--- src/design/wzp_pkg.sv ---
// wzp_pkg: shared types and constants of the windowed zoom frame store
// request codes, register indexes, field widths, queue entry and zoom settings
// no dependencies
`default_nettype none

package wzp_pkg;

   // request kinds
   localparam logic REQ_WRITE = 1'b0;
   localparam logic REQ_READ  = 1'b1;

   // register indexes of the configuration port
   localparam logic [2:0] CSR_ZOOM_FACTOR = 3'd0;
   localparam logic [2:0] CSR_CENTER_ROW  = 3'd1;
   localparam logic [2:0] CSR_CENTER_COL  = 3'd2;
   localparam logic [2:0] CSR_WIN_HEIGHT  = 3'd3;
   localparam logic [2:0] CSR_WIN_WIDTH   = 3'd4;
   localparam logic [2:0] CSR_FRAME_ROWS  = 3'd5;
   localparam logic [2:0] CSR_FRAME_COLS  = 3'd6;

   // field widths
   localparam int COORD_W    = 9;
   localparam int PIX_W      = 8;
   localparam int SIZE_W     = 10;
   localparam int CSR_IDX_W  = 3;
   localparam int CSR_DATA_W = 10;

   // divider: numerator center*(zoom-1)+pos stays below 2^19
   localparam int NUM_W = 19;
   localparam int DEN_W = 10;

   // depth of the queue between front and back
   localparam int QUEUE_DEPTH = 2;

   // one classified request
   typedef struct packed {
      logic               kind;
      logic [COORD_W-1:0] row;
      logic [COORD_W-1:0] col;
      logic [PIX_W-1:0]   pix;
      logic               in_win;
      logic               in_store;
   } entry_type;

   // zoom settings used by the back end
   typedef struct packed {
      logic [SIZE_W-1:0]  zoom;
      logic [COORD_W-1:0] center_row;
      logic [COORD_W-1:0] center_col;
   } zoom_cfg_type;

endpackage

`default_nettype wire

--- src/design/wzp_queue.sv ---
// wzp_queue: short request queue between the front and the back end
// depends on wzp_pkg for the entry type and depth
`default_nettype none

module wzp_queue
   import wzp_pkg::*;
(
   input  wire logic      clock,
   input  wire logic      reset,
   input  wire logic      push,
   input  wire entry_type push_entry,
   output logic           full,
   output logic           not_empty,
   output entry_type      head,
   input  wire logic      pop
);

   localparam int PTR_W = (QUEUE_DEPTH > 1) ? $clog2(QUEUE_DEPTH) : 1;
   localparam int CNT_W = $clog2(QUEUE_DEPTH + 1);

   entry_type        slot_ff [QUEUE_DEPTH];
   logic [PTR_W-1:0] wr_ptr_ff, wr_ptr_in;
   logic [PTR_W-1:0] rd_ptr_ff, rd_ptr_in;
   logic [CNT_W-1:0] count_ff, count_in;
   logic             do_push, do_pop;

   function automatic logic [PTR_W-1:0] next_ptr(input logic [PTR_W-1:0] p);
      begin
         next_ptr = (p == PTR_W'(QUEUE_DEPTH - 1)) ? '0 : p + 1'b1;
      end
   endfunction

   assign full      = count_ff == CNT_W'(QUEUE_DEPTH);
   assign not_empty = count_ff != '0;
   assign do_push   = push && !full;
   assign do_pop    = pop && not_empty;
   assign head      = slot_ff[rd_ptr_ff];

   // pointers and fill level
   always_comb begin
      wr_ptr_in = do_push ? next_ptr(wr_ptr_ff) : wr_ptr_ff;
      rd_ptr_in = do_pop ? next_ptr(rd_ptr_ff) : rd_ptr_ff;
      count_in  = count_ff;
      if (do_push && !do_pop) begin
         count_in = count_ff + 1'b1;
      end else if (do_pop && !do_push) begin
         count_in = count_ff - 1'b1;
      end
   end

   always_ff @(posedge clock) begin
      if (reset) begin
         wr_ptr_ff <= '0;
         rd_ptr_ff <= '0;
         count_ff  <= '0;
      end else begin
         wr_ptr_ff <= wr_ptr_in;
         rd_ptr_ff <= rd_ptr_in;
         count_ff  <= count_in;
      end
   end

   // storage
   always_ff @(posedge clock) begin
      if (do_push) begin
         slot_ff[wr_ptr_ff] <= push_entry;
      end
   end

endmodule

`default_nettype wire

--- config.mk ---
export PLATFORM = sky130hd
export DESIGN_NAME = wzp_queue
export DESIGN_NICKNAME = d
export VERILOG_FILES = /design/src/design/wzp_pkg.sv /design/src/design/wzp_queue.sv
export SDC_FILE = /design/constraint.sdc
export NUM_CORES = 1
export LEC_CHECK = 0
export ABC_AREA = 1
export BUFFER_PORTS_ARGS = -buffer_cell sky130_fd_sc_hd__buf_2
export CORE_ASPECT_RATIO = 0.6
export CORE_MARGIN = 2
export CORE_UTILIZATION = 46
export CTS_BUF_LIST = sky130_fd_sc_hd__clkbuf_8 sky130_fd_sc_hd__clkbuf_16
export DETAILED_ROUTE_END_ITERATION = 7
export GPL_TIMING_DRIVEN = 0
export PLACE_DENSITY = 0.74
export SLEW_MARGIN = 20
export SYNTH_ARGS = -nofsm -noshare
export SYNTH_HDL_FRONTEND = slang
export SYNTH_SLANG_ARGS = --single-unit
export TNS_END_PERCENT = 50
--- constraint.sdc ---
create_clock -name clock -period 2 [get_ports clock]
set_clock_uncertainty 0.05 [all_clocks]
set_input_delay 0.2 -clock clock [delete_from_list [all_inputs] [get_ports clock]]
set_output_delay 0.2 -clock clock [all_outputs]
set_load 0.005 [all_outputs]
==> impl_metrics.ini, run 1 <==
[outcome]
status = complete, no violations

[logic_synthesis]
synth_area_leaders = edfxtp_1, mux2_2, mux2_4
synth_top_cell_by_area = edfxtp_1
syn_area_sq_um = 2380
netlist_instances = 127
ys_seq_elements = 63
yosysSeqAreaShare_pct = 77.5
postSynthAreaPerCell_sq_um = 18.7
ys_warn_count = 0
ys_types = 15
synthesis.nets = 161
synth_top_area_share_pct = 73.3

[setup_path]
arrival_ps = 1460
r2r_cells = 9
required_ps = 1750
critPathCaptureType = output port
rr_startpoint = count_ff[1]
r2r_end = count_ff[1]
critPathKind = flop to output port
reg2reg_slack_ps = 430
path_max_fanout = 10
crit_path_start_kind = flop

[clock_network]
cts.sinks = 63
cts_buffers = 9
cts_buffer_depth = 2
clk_pin_slew_ps = 60
root_buffer = clkbuf_8
clock_latency_ps = 320
cts_tree = built
htree_levels = 3

[power_and_ir_drop]
power.density_nw_per_um2 = 1120
leakage_nw = 1.30
ir_drop_v = 0.000644
power.total_w = 0.00365

[floorplan]
io_pins = 64
fp-row-count = 20
die_area_sq_um = 5780
initial_utilization_pct = 47.3
die_x_microns = 96.8
die_h_microns = 59.7
core_area_sq_um = 5030

[layout]
layout_common_cells = buf_2, edfxtp_1, dlygate4sd3_1
layout.nets = 259
utilization_pct = 64.5
layout_commonest_cell = buf_2
syn2layout_area_growth_pct = 36.5
final_layout_size_suffix_gt1_share_pct = 49.1
diodes = 0

[global_routing]
grt_start_max_net_pins = 16
track_usage_pct = 14.5
grt_pass1_wl_microns = 6050
antenna_found_initial = 0
grt_pass1_vias = 1348
grt_remaining_overflow = 0

[sta]
fin_crit_ps = 1710
slew_headroom_pct = 66.2
tns_ps = 0
worst_pin_slew_ps = 506
finalHoldViolations = 0
slew_viol_final = 0
holdWs_ps = 21.7
rsz0062_at_grt = no
setup_violations = 0
period_share_pct = 85.6
fmax_mhz = 584

[drt]
ant_nets = 0
first_pass_iters = 4
drc = 0
vias_per_cell = 4.52
num_vias = 1339
post_drt_wl_per_cell_microns = 13.0
drt-total-wl_microns = 3840
drtIter0Drc = 52

[worst_hold_path]
hold_path_startpoint = push_entry[11]
hold_class = input pin to flop
min_path_cells = 1
min_to = slot_ff[0][11]

[run]
drv_cap = 0

[placed_design]
place.gp.congestion = 0.718
numPortBuffers = 63
dp_hpwl_microns = 2440
## worst max-delay path by stage
stage / slack, ps / cells after the start / to
2_1_floorplan: -170 / 3 / slot_ff[1][0]
3_3_place_gp: -890 / 3 / slot_ff[0][17]
3_5_place_dp: 430 / 9 / count_ff[1]
4_1_cts: 250 / 4 / head[5]
5_1_grt: 190 / 4 / head[5]
6_report: 290 / 4 / head[5]
## what timing repair did
action,CTS,global route
setup buffers,0,0
hold buffers,21,1
resized for setup,0,0
hold endpoints to repair,42,2
## per-stage QoR
| step | cells | setup WS [ps] | cell area (sq um) |
|---|---|---|---|
| final | 296 | 287 | 3250 |
| after global routing | 296 | 193 | 3250 |
| after CTS | 295 | 254 | 3240 |
| after detailed placement | 258 | 427 | 2850 |
| after global placement | 256 | -889 | 2780 |
| after floorplan | 127 | -171 | 2380 |
## routing by layer
layer / share of wire, % / up-vias / routed length (microns) / GRT usage (%)
met5: 0 / - / 0 / 0
met4: 1.5 / 0 / 56 / 7.24
met3: 6.8 / 5 / 260 / 6.08
met2: 46 / 52 / 1780 / 23.6
met1: 45 / 611 / 1740 / 17.1
li1: - / 671 / - / -
## final cells by class
| class | instances | area, sq um |
|---|---|---|
| Clock inverter | 7 | 56.3 |
| Fill cell | 371 | 1780 |
| Multi-Input combinational cell | 53 | 493 |
| Inverter | 8 | 30.0 |
| Sequential cell | 63 | 1840 |
| Tap cell | 66 | 82.6 |
| Clock buffer | 9 | 124 |
| Buffer | 3 | 27.5 |
| Timing Repair Buffer | 87 | 591 |
## synth_stat cells
library cell and number:
a21oi_1 2, buf_2 1, buf_6 2, dfxtp_1 5, edfxtp_1 58, ha_1 1, inv_1 8, mux2_2 19
mux2_4 10, nand2_1 7, nand3_1 2, nand4_1 1, nor2_1 8, o21ai_0 2, o21ai_2 1
## critical path, cell delays in order (launching register included)
cell	delay (ps)
dfxtp_1	340
buf_6	160
buf_6	190
mux2_4	320
buf_2	130
## sequential cells by signal (all words and copies together) (netlist names), named ones only
signal	flops
slot_ff	58
count_ff	2
rd_ptr_ff	1
wr_ptr_ff	1
## report_power, final
group          switching (W)  internal [W]  leakage (nW)
sequential         0.0000546       0.00167         0.582
combinational       0.000445      0.000499         0.616
clock               0.000428      0.000555         0.103
total               0.000927       0.00272          1.30
## cells by family after synthesis
family / after synthesis / synth area share, %
AO/OA/AOI/OAI: 5 / 1.21
AND/OR/NAND/NOR: 18 / 3.05
adder cells (fa/ha/maj): 1 / 0.526
buffers and inverters: 11 / 2.42
multiplexers: 29 / 15.3
flip-flops: 63 / 77.5
(Power assumes the default switching activity.)
==> run 2, diff against run 1 <==
Settings changed: CORE_UTILIZATION 46 to 31, PLACE_DENSITY 0.74 to not set.
==> run 2 against run 1 <==
Net effect: die area is 46% higher; global-route usage down 3.9 points; register-to-register slack worse by 50 ps; highest routed layer unchanged; sequential share of layout area rose by 1.3 points; routed wire length increased by 8.0%; count of clock-buffer cells in the layout stayed put; fmax is 0.97% lower; via count shrank 3.5%; sequential power about the same; sequential cell count is the same; combinational power down 2.4%; critical path depth did not move.
==> impl_metrics.ini, run 2 (same netlist as run 1, synthesis figures left out) <==
[outcome]
status = complete, no violations

[setup_path]
critPathCaptureType = output port
crit_path_start_kind = flop
rr_startpoint = count_ff[1]
arrival_ps = 1480
required_ps = 1750
crit_top_cell = buf_6
reg2reg_slack_ps = 380
cpPeakStageDelay_ps = 340
path_max_fanout = 10
critPathKind = flop to output port
r2r_end = count_ff[1]
slowest_stage = dfxtp_1
crit_chain = buf_6, buf_6, mux2_4, buf_2
r2r_cells = 9

[power_and_ir_drop]
leakage_nw = 1.26
seqPwrFrac_pct = 42.2
swShare_pct = 24.7
clockPowerShare_pct = 35.3
power.total_w = 0.00409
ir_drop_v = 0.000701
power.internal_w = 0.00308
power.density_nw_per_um2 = 1290
p_sw_w = 0.00101
p_comb_share_pct = 22.5

[worst_hold_path]
min_path_cells = 1
hold_path_startpoint = push_entry[25]
min_to = slot_ff[1][25]
hold_class = input pin to flop

[layout]
layout_commonest_cell = buf_2
syn2layout_area_growth_pct = 33.5
seq_area_sq_um = 1840
layout_common_cells = buf_2, edfxtp_1, mux2_2
diodes = 0
largest_register_ffs = 58
utilization_pct = 43.1
layout.nets = 237
multiInputGateArea_sq_um = 493
regMostFlops = slot_ff
top_regs = slot_ff (58), count_ff (2)
final_layout_size_suffix_gt1_share_pct = 54.3
fin_area_sq_um = 3170
fill_cells = 663

[floorplan]
die_area_sq_um = 8410
core_area_sq_um = 7360
fp-row-count = 24
initial_utilization_pct = 32.3
die_h_microns = 71.8
die_x_microns = 117
io_pins = 64

[drt]
drtIter0Drc = 59
num_vias = 1292
vias_per_cell = 4.14
post_drt_wl_per_cell_microns = 13.3
ant_nets = 0
drt-total-wl_microns = 4140
drc = 0
first_pass_iters = 4

[sta]
finalHoldViolations = 0
slew_headroom_pct = 64.5
period_share_pct = 86.5
fmax_mhz = 578
fin_crit_ps = 1730
worst_pin_slew_ps = 531
slew_viol_final = 0
setup_violations = 0
tns_ps = 0
rsz0062_at_grt = no
setup_slack_ps = 270

[global_routing]
grt_remaining_overflow = 0
grt_pass1_vias = 1259
grt_start_max_net_pins = 17
antenna_found_initial = 0
grt_pass1_wl_microns = 6290
track_usage_pct = 10.6

[placed_design]
pre_cts_ws_ps = 378
placed_area_sq_um = 2890
place.gp.congestion = 0.778
dp_hpwl_microns = 2860
numPortBuffers = 63

[clock_network]
clk_pin_slew_ps = 50
postCtsSetupRepairBufs = 0
cts.sinks = 63
root_buffer = clkbuf_16
htree_levels = 3
cts_tree = built
ctsHoldBuffers = 0
cts_buffers = 9
cts_buffer_depth = 2
clock_latency_ps = 320
cts_resized = 0

[run]
drv_cap = 0
[run 2: worst max path at each step]
stage	end	slack, ps
after floorplan	slot_ff[1][0]	-170
final	head[1]	270
after global placement	slot_ff[0][5]	-1070
after detailed placement	slot_ff[1][9]	380
after CTS	head[0]	240
after global routing	head[7]	200
[run 2: metrics by stage]
step | std cells | hold WS [ps]
finish | 312 | 13.7
global route | 312 | 2.62
CTS | 312 | 0.235
detailed placement | 296 | 342
global placement | 294 | 337
floorplan | 127 | 249
[run 2: layout make-up]
type / count / area share [%]
well taps: 104 / 4.10
clock buffers: 9 / 7.10
clock inverters: 7 / 1.77
flip-flops and latches: 63 / 58.0
plain buffers: 3 / 0.867
multi-input cells: 53 / 15.5
repair buffers: 65 / 11.7
inverters: 8 / 0.946
[run 2: worst max-delay path: cells and delay by family (launching register included)]
kind | cells | cell delay [ps]
buf+inv | 3 | 500
flops | 1 | 340
mux | 1 | 320
[run 2: layer usage]
metal,GRT usage (%),wire [microns],vias up
met5,0,0,-
met4,4.71,66,0
met3,6.35,393,8
met2,14.1,1660,50
met1,13.8,2030,606
li1,-,-,628
[run 2: power by group through the flow]
| stage | sequential (W) | combinational (W) | clock, W |
|---|---|---|---|
| after global placement | 0.00176 | 0.000867 | 0 |
| final | 0.00173 | 0.000921 | 0.00145 |
| after floorplan | 0.00174 | 0.000548 | 0 |
| after CTS | 0.00173 | 0.000945 | 0.00148 |
| after detailed placement | 0.00175 | 0.000941 | 0 |
| after global routing | 0.00174 | 0.00102 | 0.00155 |
