--- src/design/wzp_pkg.sv ---
// wzp_pkg: shared types and constants of the windowed zoom frame store
// request codes, register indexes, field widths, queue entry and zoom settings
// no dependencies
`default_nettype none

package wzp_pkg;

   // request kinds
   localparam logic REQ_WRITE = 1'b0;
   localparam logic REQ_READ  = 1'b1;

   // register indexes of the configuration port
   localparam logic [2:0] CSR_ZOOM_FACTOR = 3'd0;
   localparam logic [2:0] CSR_CENTER_ROW  = 3'd1;
   localparam logic [2:0] CSR_CENTER_COL  = 3'd2;
   localparam logic [2:0] CSR_WIN_HEIGHT  = 3'd3;
   localparam logic [2:0] CSR_WIN_WIDTH   = 3'd4;
   localparam logic [2:0] CSR_FRAME_ROWS  = 3'd5;
   localparam logic [2:0] CSR_FRAME_COLS  = 3'd6;

   // field widths
   localparam int COORD_W    = 9;
   localparam int PIX_W      = 8;
   localparam int SIZE_W     = 10;
   localparam int CSR_IDX_W  = 3;
   localparam int CSR_DATA_W = 10;

   // divider: numerator center*(zoom-1)+pos stays below 2^19
   localparam int NUM_W = 19;
   localparam int DEN_W = 10;

   // depth of the queue between front and back
   localparam int QUEUE_DEPTH = 2;

   // one classified request
   typedef struct packed {
      logic               kind;
      logic [COORD_W-1:0] row;
      logic [COORD_W-1:0] col;
      logic [PIX_W-1:0]   pix;
      logic               in_win;
      logic               in_store;
   } entry_type;

   // zoom settings used by the back end
   typedef struct packed {
      logic [SIZE_W-1:0]  zoom;
      logic [COORD_W-1:0] center_row;
      logic [COORD_W-1:0] center_col;
   } zoom_cfg_type;

endpackage

`default_nettype wire

--- src/design/wzp_front.sv ---
// wzp_front: configuration registers and request classification
// decides window membership and store range before a request is queued
// depends on wzp_pkg
`default_nettype none

module wzp_front
   import wzp_pkg::*;
#(
   parameter int MAX_ROWS = 512,
   parameter int MAX_COLS = 512,
   parameter int FRW      = 10
) (
   input  wire logic                  clock,
   input  wire logic                  reset,
   input  wire logic                  csr_we,
   input  wire logic [CSR_IDX_W-1:0]  csr_index,
   input  wire logic [CSR_DATA_W-1:0] csr_wdata,
   input  wire logic                  req_valid,
   output logic                       req_stall,
   input  wire logic                  req_type,
   input  wire logic [COORD_W-1:0]    req_pix_row,
   input  wire logic [COORD_W-1:0]    req_pix_col,
   input  wire logic [PIX_W-1:0]      req_pix_in,
   output logic                       push,
   output entry_type                  push_entry,
   input  wire logic                  queue_full,
   output zoom_cfg_type               zoom_cfg,
   output logic      [FRW-1:0]        frame_rows_eff,
   output logic      [FRW-1:0]        frame_cols_eff
);

   // compare width: covers center plus size and the largest frame
   localparam int CW = (FRW > 11) ? FRW + 1 : 12;

   logic [SIZE_W-1:0]  zoom_factor_ff;
   logic [COORD_W-1:0] center_row_ff;
   logic [COORD_W-1:0] center_col_ff;
   logic [SIZE_W-1:0]  win_height_ff;
   logic [SIZE_W-1:0]  win_width_ff;
   logic [SIZE_W-1:0]  frame_rows_ff;
   logic [SIZE_W-1:0]  frame_cols_ff;
   logic               row_inside, col_inside, in_store;

   // frame size limited to 1..max
   function automatic logic [FRW-1:0] clamp_size(input logic [SIZE_W-1:0] v,
                                                  input logic [CW-1:0] maxv);
      logic [CW-1:0] w;
      begin
         w = CW'(v);
         if (w == '0) begin
            clamp_size = FRW'(1);
         end else if (w > maxv) begin
            clamp_size = FRW'(maxv);
         end else begin
            clamp_size = FRW'(w);
         end
      end
   endfunction

   // window fits the frame along one axis and pos lies within it
   function automatic logic axis_inside(input logic [COORD_W-1:0] center,
                                        input logic [SIZE_W-1:0]  size,
                                        input logic [FRW-1:0]     frame,
                                        input logic [COORD_W-1:0] pos);
      logic [CW-1:0] c, h, s, p, f;
      begin
         c = CW'(center);
         h = CW'(size >> 1);
         s = CW'(size);
         p = CW'(pos);
         f = CW'(frame);
         axis_inside = (c >= h) && (c + h <= f) && (p + h >= c) &&
                       (p + h < c + s) && (p < f);
      end
   endfunction

   // configuration registers
   always_ff @(posedge clock) begin
      if (reset) begin
         zoom_factor_ff <= SIZE_W'(1);
         center_row_ff  <= '0;
         center_col_ff  <= '0;
         win_height_ff  <= '0;
         win_width_ff   <= '0;
         frame_rows_ff  <= SIZE_W'(512);
         frame_cols_ff  <= SIZE_W'(512);
      end else if (csr_we) begin
         case (csr_index)
            CSR_ZOOM_FACTOR: zoom_factor_ff <= csr_wdata;
            CSR_CENTER_ROW:  center_row_ff  <= csr_wdata[COORD_W-1:0];
            CSR_CENTER_COL:  center_col_ff  <= csr_wdata[COORD_W-1:0];
            CSR_WIN_HEIGHT:  win_height_ff  <= csr_wdata;
            CSR_WIN_WIDTH:   win_width_ff   <= csr_wdata;
            CSR_FRAME_ROWS:  frame_rows_ff  <= csr_wdata;
            CSR_FRAME_COLS:  frame_cols_ff  <= csr_wdata;
            default: ;
         endcase
      end
   end

   // effective settings
   assign frame_rows_eff      = clamp_size(frame_rows_ff, CW'(MAX_ROWS));
   assign frame_cols_eff      = clamp_size(frame_cols_ff, CW'(MAX_COLS));
   assign zoom_cfg.zoom       = (zoom_factor_ff == '0) ? SIZE_W'(1) : zoom_factor_ff;
   assign zoom_cfg.center_row = center_row_ff;
   assign zoom_cfg.center_col = center_col_ff;

   // classification of the incoming request
   assign row_inside = axis_inside(center_row_ff, win_height_ff, frame_rows_eff,
                                   req_pix_row);
   assign col_inside = axis_inside(center_col_ff, win_width_ff, frame_cols_eff,
                                   req_pix_col);
   assign in_store   = (CW'(req_pix_row) < CW'(MAX_ROWS)) &&
                       (CW'(req_pix_col) < CW'(MAX_COLS));

   assign push_entry.kind     = req_type;
   assign push_entry.row      = req_pix_row;
   assign push_entry.col      = req_pix_col;
   assign push_entry.pix      = req_pix_in;
   assign push_entry.in_win   = row_inside && col_inside;
   assign push_entry.in_store = in_store;

   // handshake towards the queue
   assign req_stall = queue_full;
   assign push      = req_valid && !queue_full;

endmodule

`default_nettype wire

--- config.mk ---
export PLATFORM = sky130hd
export DESIGN_NAME = wzp_front
export DESIGN_NICKNAME = d
export VERILOG_FILES = /design/src/design/wzp_pkg.sv /design/src/design/wzp_front.sv
export SDC_FILE = /design/constraint.sdc
export NUM_CORES = 1
export LEC_CHECK = 0
export ABC_AREA = 0
export BUFFER_PORTS_ARGS = -buffer_cell sky130_fd_sc_hd__buf_2
export CORE_MARGIN = 4
export CORE_UTILIZATION = 55
export CTS_BUF_LIST = sky130_fd_sc_hd__clkbuf_16
export DETAILED_ROUTE_END_ITERATION = 16
export PLACE_DENSITY = 0.79
export SKIP_LAST_GASP = 1
export SYNTH_ARGS = -nofsm -noshare
export SYNTH_HDL_FRONTEND = slang
export SYNTH_SLANG_ARGS = --single-unit
export TNS_END_PERCENT = 50
--- constraint.sdc ---
create_clock -name clock -period 11.42 [get_ports clock]
set_input_delay 1.713 -clock clock [delete_from_list [all_inputs] [get_ports clock]]
set_output_delay 1.713 -clock clock [all_outputs]
set_load 0.05 [all_outputs]
==> results.tsv, run 1 <==
metric	value	unit
status	completed	
clock_tree.root_cell	clkbuf_16	
start_util	57.0	%
drive_gt1_share	12.8	%
hold_buffers	0	
numCtsBuffers	9	
drt_wl_total	17.8	mm
diodes	0	
hpwl	14.5	mm
crit_type	input pin to output pin	
fmax	145	MHz
dp_slack	4500	ps
skew	0	ps
postCtsResizedCells	0	
fin_nets	1177	
endpoint_kind	output pin	
drcViolationCount	0	
grt_pass1_wl	29.4	mm
setup_violations	0	
first_pass_iters	5	
synthCells	921	
clk_latency	320	ps
antenna_found_initial	0	
synth_flop_cell	dfxtp_1	
cp.arrival	5210	ps
async_flop_share	0	%
routed_via_density	5.55	
path_clk_slew	50	ps
timing.setup.tns	0	ps
p_per_area	83.5	mW/mm^2
drv_cap	0	
die_area	0.0145	mm^2
io_buffers	104	
cts_tree	done	
yosys_warnings	0	
fp.dieH	121	um
drv_slew	0	
worstPathRequired	9710	ps
syn_to_final_growth	9.60	%
die_w	121	um
drtIter0Drc	309	
grt_max_degree	69	
io-pin-count	124	
ant_nets	0	
synth_edf_count	0	
syn-num-nets	1116	
syn_area	0.00696	mm^2
rsz0062_at_grt	false	
setup_slack	4500	ps
rows	40	
slew-limit-headroom	22.8	%
grt_overflow_total	0	
peakVddDrop	0.110	mV
vias	6408	
syn_area_per_cell	7.56	um^2
worstMarginPinSlew	1160	ps
clock-sinks	68	
core-area	0.0122	mm^2
synth_seq_cells	68	
post-route-period-util	60.6	%
hold_violations	0	
power_leakage	3.61	nW
path_max_fanout	4	
ys_seq_area_share	19.6	%
grt_usage	24.8	%
clock_path_buffers	2	
cts_setup_buffers	0	
gp_congestion	0.918	
period_minus_slack	6920	ps
holdCritPathClass	flip-flop to flip-flop	
start_kind	input pin	
synthDistinctLibCells	54	
htreeDepth	3	
first_global_vias	6144	
wl_per_cell	15.4	um
## critical path, stage by stage
cell and delay, ps:
buf_2 120, ha_1 290, a21oi_1 150, nor2b_1 80
o21a_1 200, o41a_1 340, a311o_1 400, ha_1 320
a2111o_1 420, a21oi_2 100, nor4_1 60, or4_4 500
nor4_2 200, buf_2 300
## logic make-up (layout without fill, tap and decap cells)
kind of cell,Yosys count,count (layout),share of synthesized area [%]
adder cells (fa/ha/maj),150,150,27.6
flip-flops,68,68,19.6
other,1,1,0.0539
AO/OA/AOI/OAI,216,216,18.7
AND/OR/NAND/NOR,306,306,19.8
buffers and inverters,139,204,9.06
XOR/XNOR,41,41,5.16
## placed cells by master (no fill, tap or decap), types with 3 or more instances in the layout
master,instances
a211oi_1,5
a21o_1,18
a21oi_1,112
a221o_1,3
a31oi_1,5
and3_1,4
buf_2,104
clkbuf_16,9
clkinv_1,4
dfxtp_1,68
fa_1,6
ha_1,144
inv_1,86
nand2_1,169
nand2b_1,10
nand3_1,12
nand3b_1,3
nand4_1,8
nor2_1,49
nor2b_1,15
nor3_1,12
nor3b_1,4
nor4_1,7
nor4_2,3
o21a_1,6
o21ai_0,24
o21ai_1,11
o21bai_1,8
o41a_1,5
xnor2_1,20
xor2_1,21
## report_power, final
part / internal [mW] / switching [mW] / total (mW) / leakage (nW)
combinational: 0.0571 / 0.0977 / 0.155 / 2.93
sequential: 0.243 / 0.00791 / 0.251 / 0.550
clock: 0.141 / 0.0906 / 0.232 / 0.126
total: 0.441 / 0.196 / 0.637 / 3.61
## flip-flops by register name, indices dropped and copies added (netlist names)
signal / flops
frame_cols_ff: 10
frame_rows_ff: 10
win_height_ff: 10
win_width_ff: 10
zoom_factor_ff: 10
center_col_ff: 9
center_row_ff: 9
## cell usage after synthesis (all sizes together) (2+ instances only)
master / n / area, um^2
xor2: 21 / 184
nor3b: 4 / 30.0
nand2: 169 / 634
nand2b: 10 / 62.6
inv: 85 / 319
nand3: 12 / 60.1
dfxtp: 68 / 1360
a21o: 18 / 135
a221o: 3 / 30.0
o31a: 2 / 17.5
nor2: 50 / 190
o21a: 6 / 45.0
o41a: 5 / 56.3
a2111oi: 2 / 17.5
or2: 2 / 12.5
clkbuf: 25 / 93.8
nor2b: 15 / 93.8
o21ai: 35 / 175
ha: 144 / 1800
o21bai: 8 / 60.1
buf: 29 / 218
a31oi: 5 / 31.3
or3: 2 / 12.5
nand4: 8 / 50.1
nor4: 10 / 81.3
and3: 4 / 25.0
fa: 6 / 120
o22ai: 2 / 12.5
a211oi: 5 / 37.5
xnor2: 20 / 175
nor3: 13 / 70.1
a21oi: 115 / 594
o2111ai: 2 / 17.5
nand3b: 3 / 22.5
## routing by layer
layer	track usage, %	wire (um)	vias up	share of wire, %
met5	0	0	-	0
met4	8.64	426	0	2.4
met3	3.27	1360	27	7.6
met2	38.6	7660	207	43
met1	35.2	8350	2915	47
li1	-	-	3259	-
## final timing paths
kind	from	slack (ps)	depth (start not counted)	to
worst max-delay path	req_pix_col[1]	4500	14	push_entry[1]
worst min-delay path	frame_cols_ff[0]	460	2	frame_cols_ff[0]
worst max register to register	center_col_ff[7]	10570	2	center_col_ff[7]
worst min register to register	frame_cols_ff[0]	460	2	frame_cols_ff[0]
## metrics by stage
stage	power (mW)	util, %	cell area (um^2)	instances	hold slack [ps]
floorplan	0.381	-	6960	921	436
global placement	0.407	60.5	7380	1139	450
detailed placement	0.410	60.5	7380	1139	459
CTS	0.640	62.5	7630	1154	466
global route	0.669	62.5	7630	1154	485
finish	0.637	62.5	7630	1154	465
## final cells by class
class,count,area [um^2]
tap,168,210
clock inverter,6,23.8
fill,1169,4580
sequential,68,1360
multi-input combinational,714,4970
clock buffer,9,225
timing repair buffer,104,520
inverter,85,319
No activity file was read; power rests on OpenSTA's default activity.
==> inputs of run 2 (changes only) <==
==> constraint.sdc (replaced) <==
create_clock -name clock -period 7.13 [get_ports clock]
set_input_delay 1.0695 -clock clock [delete_from_list [all_inputs] [get_ports clock]]
set_output_delay 1.0695 -clock clock [all_outputs]
set_load 0.05 [all_outputs]
==> run 2 against run 1 <==
Effect of this change:
- critical path depth is the same
- final area unchanged
- non-clock buffer count unchanged
- core utilization stayed put
- worst setup slack lost 3000 ps
- first-iteration DRC count fell by 2.3%
- die area unchanged
- global-route usage rose by 0.22 points
- cell count did not move
- wire length barely moved
- count of clock-buffer cells in the layout unchanged
- critical endpoint unchanged
==> results.tsv, run 2 (synthesis gave the netlist of run 1 again) <==
metric	value	unit
drt_wl_total	17.8	mm
hold_start	frame_cols_ff[0]	
wl_per_cell	15.4	um
drtIter0Drc	302	
timing.setup.tns	0	ps
multiInputGateArea	0.00497	mm^2
holdWs	464	ps
hold_violations	0	
post-route-period-util	79.2	%
rsz0062_at_grt	false	
vias	6452	
die_w	121	um
htreeDepth	3	
path_max_fanout	4	
rrSetupSlack	6270	ps
clock_path_buffers	2	
worstRegToRegCells	2	
syn_to_final_growth	9.60	%
dp_slack	1520	ps
fin_nets	1177	
worstPathRequired	6060	ps
peakVddDrop	0.142	mV
clock_tree.root_cell	clkbuf_16	
routed_via_density	5.59	
setup_slack	1480	ps
skew	0	ps
power_leakage	3.61	nW
p_per_area	134	mW/mm^2
diodes	0	
setup_violations	0	
grt_usage	25.0	%
core-area	0.0122	mm^2
gp_congestion	0.914	
drv_cap	0	
rows	40	
fp.dieH	121	um
grt_overflow_total	0	
postCtsResizedCells	0	
die_area	0.0145	mm^2
endpoint_kind	output pin	
crit_type	input pin to output pin	
cp.arrival	4580	ps
min_path_cells	2	
drive_gt1_share	12.8	%
hold_buffers	0	
final_common_cell	nand2_1	
ant_nets	0	
fmax	177	MHz
io-pin-count	124	
cts_tree	done	
final_cell_mix	nand2_1 (169), ha_1 (144), a21oi_1 (112)	
slew-limit-headroom	19.7	%
start_kind	input pin	
period_minus_slack	5650	ps
grt_max_degree	69	
grt_pass1_wl	29.7	mm
clk_latency	310	ps
first_pass_iters	5	
clock-sinks	68	
power.total	1.02	mW
drv_slew	0	
antenna_found_initial	0	
worstMarginPinSlew	1200	ps
ff_latch_area	0.00136	mm^2
start_util	57.0	%
io_buffers	104	
first_global_vias	6050	
holdPathEnd	frame_cols_ff[0]	
r2r_start	win_width_ff[4]	
drcViolationCount	0	
cts_setup_buffers	0	
numCtsBuffers	9	
path_clk_slew	50	ps
fill_cells	1160	
reg2reg_to	win_width_ff[4]	
hpwl	14.5	mm
status	completed	
holdCritPathClass	flip-flop to flip-flop	
==> run 2: cell counts in the layout (fill, tap and decap cells not counted) <==
Identical to the previous run, type by type.
==> run 2: critical path, stage by stage <==
cell and delay, ps:
buf_2 130, ha_1 290, a21oi_1 150, nor2b_1 80, o21a_1 200, o41a_1 350, a311o_1 390, ha_1 330
a2111o_1 420, a21oi_2 110, nor4_1 60, or4_4 510, nor4_2 200, buf_2 300
==> run 2: worst max-delay path by stage <==
stage / slack, ps / startpoint / to / cells after the start
global placement: 1510 / req_pix_col[1] / push_entry[1] / 14
global route: 1330 / req_pix_col[1] / push_entry[1] / 14
finish: 1480 / req_pix_col[1] / push_entry[1] / 14
CTS: 1500 / req_pix_col[1] / push_entry[1] / 14
detailed placement: 1520 / req_pix_col[1] / push_entry[1] / 14
floorplan: 1360 / req_pix_col[1] / push_entry[1] / 12
==> run 2: area by class of cell <==
cell class,count,share of cell area (%)
clock buffer,9,2.95
clock inverter,6,0.312
inverter,85,4.18
multi-input combinational,714,65.1
sequential,68,17.8
tap,168,2.75
timing repair buffer,104,6.82
==> run 2: metrics by stage <==
step	area, um^2	utilization, %	std cells
2_1_floorplan	6960	-	921
3_3_place_gp	7380	60.5	1139
3_5_place_dp	7380	60.5	1139
4_1_cts	7630	62.5	1154
5_1_grt	7630	62.5	1154
6_report	7630	62.5	1154
==> run 2: layer usage <==
layer | vias to the layer above | part of all wire [%] | track usage, %
li1 | 3263 | - | -
met1 | 2938 | 48 | 36.6
met2 | 229 | 43 | 38.8
met3 | 22 | 6.9 | 2.81
met4 | 0 | 2.2 | 7.22
met5 | - | 0 | 0
==> run 2: power breakdown <==
group,switching (mW),internal [mW]
logic,0.158,0.0916
clock network,0.143,0.226
registers,0.0127,0.389
total,0.313,0.706
